$ cat src/rtl/lbdh_pkg.sv
// ----------------------------------------------------------------------------
// Log-binned dual histogram package
// Shared constants for the histogram block.
// ----------------------------------------------------------------------------
`default_nettype none
package lbdh_pkg;
  localparam int unsigned NumBins = 64;
  localparam int unsigned AccW = 48;
  localparam int unsigned LogW = 21;
  localparam logic [1:0] ClsBinned = 2'd0;
  localparam logic [1:0] ClsUnder  = 2'd1;
  localparam logic [1:0] ClsOver   = 2'd2;
  localparam logic [2:0] RegDensMin = 3'd0;
  localparam logic [2:0] RegDensMax = 3'd1;
  localparam logic [2:0] RegDensBpo = 3'd2;
  localparam logic [2:0] RegEnMin   = 3'd3;
  localparam logic [2:0] RegEnMax   = 3'd4;
  localparam logic [2:0] RegEnBpo   = 3'd5;
  localparam logic [2:0] RegVolume  = 3'd6;
  localparam logic OpAccumulate = 1'b0;
  localparam logic OpRead       = 1'b1;
endpackage
`default_nettype wire

$ cat src/rtl/lbdh_log2.sv
// ----------------------------------------------------------------------------
// Fixed-point log2 unit
// Iterative: msb search, then one mantissa squaring per cycle, each giving one fraction bit.
// ----------------------------------------------------------------------------
`default_nettype none
module lbdh_log2 (
  input  wire logic                       clk_i,
  input  wire logic                       rst_ni,
  input  wire logic                       start_i,
  input  wire logic [31:0]                x_i,
  output logic                            done_o,
  output logic      [lbdh_pkg::LogW-1:0]  log_o
);
  logic [4:0]  cnt_q, cnt_d;
  logic        busy_q, busy_d;
  logic [32:0] m_q, m_d;
  logic [15:0] frac_q, frac_d;
  logic [4:0]  e_q, e_d;
  logic        done_q, done_d;
  logic [4:0]  msb;
  logic [65:0] sq;
  logic [34:0] sqs;

  always_comb begin
    msb = 5'd0;
    for (int i = 0; i < 32; i++) begin
      if (x_i[i]) msb = 5'(i);
    end
  end

  assign sq  = 66'(m_q) * 66'(m_q);
  assign sqs = sq[65:31];

  always_comb begin
    cnt_d = cnt_q; busy_d = busy_q; m_d = m_q; frac_d = frac_q; e_d = e_q;
    done_d = 1'b0;
    if (start_i) begin
      busy_d = 1'b1; cnt_d = 5'd0; frac_d = 16'd0;
      e_d = msb;
      m_d = 33'({x_i, 31'd0} >> msb);
      if (x_i == 32'd0) begin
        e_d = 5'd0; m_d = 33'h80000000;
      end
    end else if (busy_q) begin
      if (sqs[34:32] != 3'd0) begin
        frac_d = {frac_q[14:0], 1'b1};
        m_d = sqs[33:1];
      end else begin
        frac_d = {frac_q[14:0], 1'b0};
        m_d = sqs[32:0];
      end
      cnt_d = cnt_q + 5'd1;
      if (cnt_q == 5'd15) begin
        busy_d = 1'b0; done_d = 1'b1;
      end
    end
  end

  always_ff @(posedge clk_i or negedge rst_ni) begin
    if (!rst_ni) begin
      busy_q <= 1'b0; cnt_q <= 5'd0; done_q <= 1'b0;
    end else begin
      busy_q <= busy_d; cnt_q <= cnt_d; done_q <= done_d;
    end
  end

  always_ff @(posedge clk_i) begin
    m_q <= m_d; frac_q <= frac_d; e_q <= e_d;
  end

  assign done_o = done_q;
  assign log_o  = {e_q, frac_q};
endmodule
`default_nettype wire

$ cat config.mk
export PLATFORM = sky130hd
export DESIGN_NAME = lbdh_log2
export DESIGN_NICKNAME = d
export VERILOG_FILES = /design/src/rtl/lbdh_pkg.sv /design/src/rtl/lbdh_log2.sv
export SDC_FILE = /design/constraint.sdc
export NUM_CORES = 2
export LEC_CHECK = 0
export ABC_AREA = 1
export BUFFER_PORTS_ARGS = -buffer_cell sky130_fd_sc_hd__buf_2
export CAP_MARGIN = 20
export CORE_AREA = 8 8 250 252
export CTS_BUF_LIST = sky130_fd_sc_hd__clkbuf_8
export CTS_CLUSTER_DIAMETER = 30
export DETAILED_ROUTE_END_ITERATION = 8
export DIE_AREA = 0 0 258 260
export GPL_ROUTABILITY_DRIVEN = 0
export GPL_TIMING_DRIVEN = 0
export PLACE_DENSITY_LB_ADDON = 0.3
export SLEW_MARGIN = 25
export SYNTH_ARGS = -nofsm -noshare
export SYNTH_HDL_FRONTEND = slang
export SYNTH_SLANG_ARGS = --single-unit
$ cat constraint.sdc
create_clock -name clk_i -period 15.6 [get_ports clk_i]
set_input_delay 3.12 -clock clk_i [delete_from_list [all_inputs] [get_ports clk_i]]
set_output_delay 3.12 -clock clk_i [all_outputs]
set_load 0.005 [all_outputs]
==> impl_metrics.tcl <==
set metrics [dict create \
    finClkSkew_ps 15.4 \
    synth_ff_type "edfxtp_1" \
    clk_pin_slew_ps 70 \
    post_drt_via_cell_ratio 5.54 \
    drc 0 \
    cp_slowest_stage_delay_ps 870 \
    rsz0062_at_grt "no" \
    grt_pass1_vias 29700 \
    postCtsHoldBufs 0 \
    hpwl_mm 86.6 \
    worst_pin_slew_ps 1260 \
    yosys-top-cells-count "inv_1 (1299), nand2_1 (869), fa_1 (860)" \
    grt_usage_pct 31.6 \
    syn_avg_cell_area_um2 8.33 \
    syn2layout_area_growth_pct 4.29 \
    fmax_ghz 0.0974 \
    critPathArrivalTime_ps 10360 \
    syn_nets 5324 \
    yosysTopAreaCell "fa_1" \
    grt_pass1_wl_mm 163 \
    ios 57 \
    wl_per_cell_um 20.5 \
    ff2ff_path_depth 31 \
    htreeDepth 3 \
    grt_max_degree 27 \
    antenna_found_initial 2 \
    pre_cts_ws_ps 5850 \
    ctsResizeCount 0 \
    clock_path_buffers 2 \
    wl_met1_mm 35.6 \
    dr.pass1.iters 8 \
    die_area_mm2 0.0671 \
    die_x_um 258 \
    nFillCells 5131 \
    highest_layer "met5" \
    hold_depth 2 \
    fin_ws_ps 5330 \
    cts_setup_buffers 0 \
    clk_latency_ps 360 \
    hp-class "reg2reg" \
    cts.sinks 61 \
    cts_tree "built" \
    core_area_mm2 0.0585 \
    std_cell_rows 89 \
    portBuffers 56 \
    slew_violations 0 \
    period_share_pct 65.8 \
    syn_area_mm2 0.0346 \
    nNetsFinal 5393 \
    syn_inst 4158 \
    vias 27700 \
    grt-ovfl-total 0 \
    setup_viol 0 \
    start_util_pct 59.2 \
    ctsRootBufferMaster "clkbuf_8" \
    drt_first_iter_violations 2957 \
    async_flop_share_pct 11.5 \
    synth_edf_count 38 \
    end_kind "flip-flop" \
    start_kind "flip-flop" \
    yosysWarnings 0 \
    cp_max_fo 10 \
    met2_length_mm 45.6 \
    cts_buffers 9 \
    outcome "finished, final reports clean" \
    design_area_mm2 0.0361 \
    relSlewSlack_pct 15.7 \
    hold_violations 0 \
    yosysSeqAreaShare_pct 4.73 \
    ys_types 55 \
    wl_met3_mm 13.5 \
    period_minus_slack_ps 10270 \
    drt-total-wl_mm 103 \
    ys_ff_latch 61 \
    netlist.area_leader.share_pct 49.7 \
    cp.required_ps 15690 \
    synth_most_common_cell "inv_1" \
    drv_cap 0 \
    crit_path_frequent_cell "fa_1" \
    setup_tns_ps 0 \
    layout-drive-gt1-share_pct 3.38 \
    die_h_um 260 \
    ant_nets 0 \
    ys_top_cells_by_area "fa_1 (50%), inv_1 (14%), ha_1 (9.8%)" \
    cp_slowest_cell "clkbuf_1" \
    worst-setup-path-type "reg2reg" \
    place_area_mm2 0.0359 \
]
==> worst paths after layout <==
| kind | to | from | slack [ps] |
|---|---|---|---|
| worst min register to register | frac_q[15] | frac_q[15] | 460 |
| worst max-delay path | m_q[24] | m_q[19] | 5330 |
| max in group asynchronous | busy_q | rst_ni | 12870 |
| min in group asynchronous | done_o | rst_ni | 2590 |
| worst min-delay path | frac_q[15] | frac_q[15] | 460 |
| worst max register to register | m_q[24] | m_q[19] | 5330 |
==> registers in the layout, indices dropped and copies added, names as in the netlist <==
signal	count
m_q	33
frac_q	16
cnt_q	5
e_q	5
busy_q	1
done_o	1
==> layer usage <==
| layer | vias to the layer above | GRT usage [%] |
|---|---|---|
| met2 | 1710 | 49.5 |
| li1 | 12100 | - |
| met5 | - | 0 |
| met3 | 469 | 8.94 |
| met4 | 4 | 18.5 |
| met1 | 13500 | 39.1 |
==> kinds of logic (layout without fill, tap and decap cells) <==
logic type                 count (synthesis)  after routing  share of synthesized area (%)
AOI/OAI and AO/OA                        212            212                           3.72
xor gates and xnor gates                  50             50                           1.31
adders and majority gates               1131           1131                           59.5
buffers and inverters                   1469           1543                           16.1
DFF                                       61             61                           4.73
other                                      0              1                              0
and+or+nand+nor                         1235           1235                           14.6
==> cell usage in the layout (no fill, tap or decap), types with 12 or more instances in the layout <==
master,count
fa_1,860
buf_2,68
a21oi_1,88
nor3_1,12
o22ai_1,15
nand2_1,869
clkbuf_1,133
xor2_1,23
nand3_1,235
ha_1,271
nor2_1,81
o21ai_0,50
dfxtp_1,16
xnor2_1,25
inv_1,1301
edfxtp_1,38
==> critical path: cells and delay by family, from the launching register on <==
family                   cells  cell delay [ps]
adder cells (fa/ha/maj)      9             4650
buffers and inverters        7             1990
AO/OA/AOI/OAI                8             1760
AND/OR/NAND/NOR              6              890
flip-flops                   1              410
XOR/XNOR                     1              250
==> area by class of cell <==
type / count / area, µm² / share of cell area, %
Antenna cell: 1 / 2.50 / 0.00693
Buffer: 162 / 672 / 1.86
Clock buffer: 10 / 138 / 0.381
Clock inverter: 6 / 53.8 / 0.149
Inverter: 1307 / 4910 / 13.6
Multi-Input combinational cell: 2628 / 27400 / 75.9
Sequential cell: 61 / 1640 / 4.53
Tap cell: 773 / 967 / 2.68
Timing Repair Buffer: 58 / 312 / 0.863
==> through the flow <==
step                instances  hold slack (ps)  utilization, %
floorplan                4158              452               -
global placement         4987              438            61.4
detailed placement       4988              445            61.4
CTS                      5004              464            61.7
global route             5005              522            61.8
finish                   5006              459            61.8
Power is not shown: default switching activity piles up to over one toggle a cycle in this logic, so the estimate is an artifact.
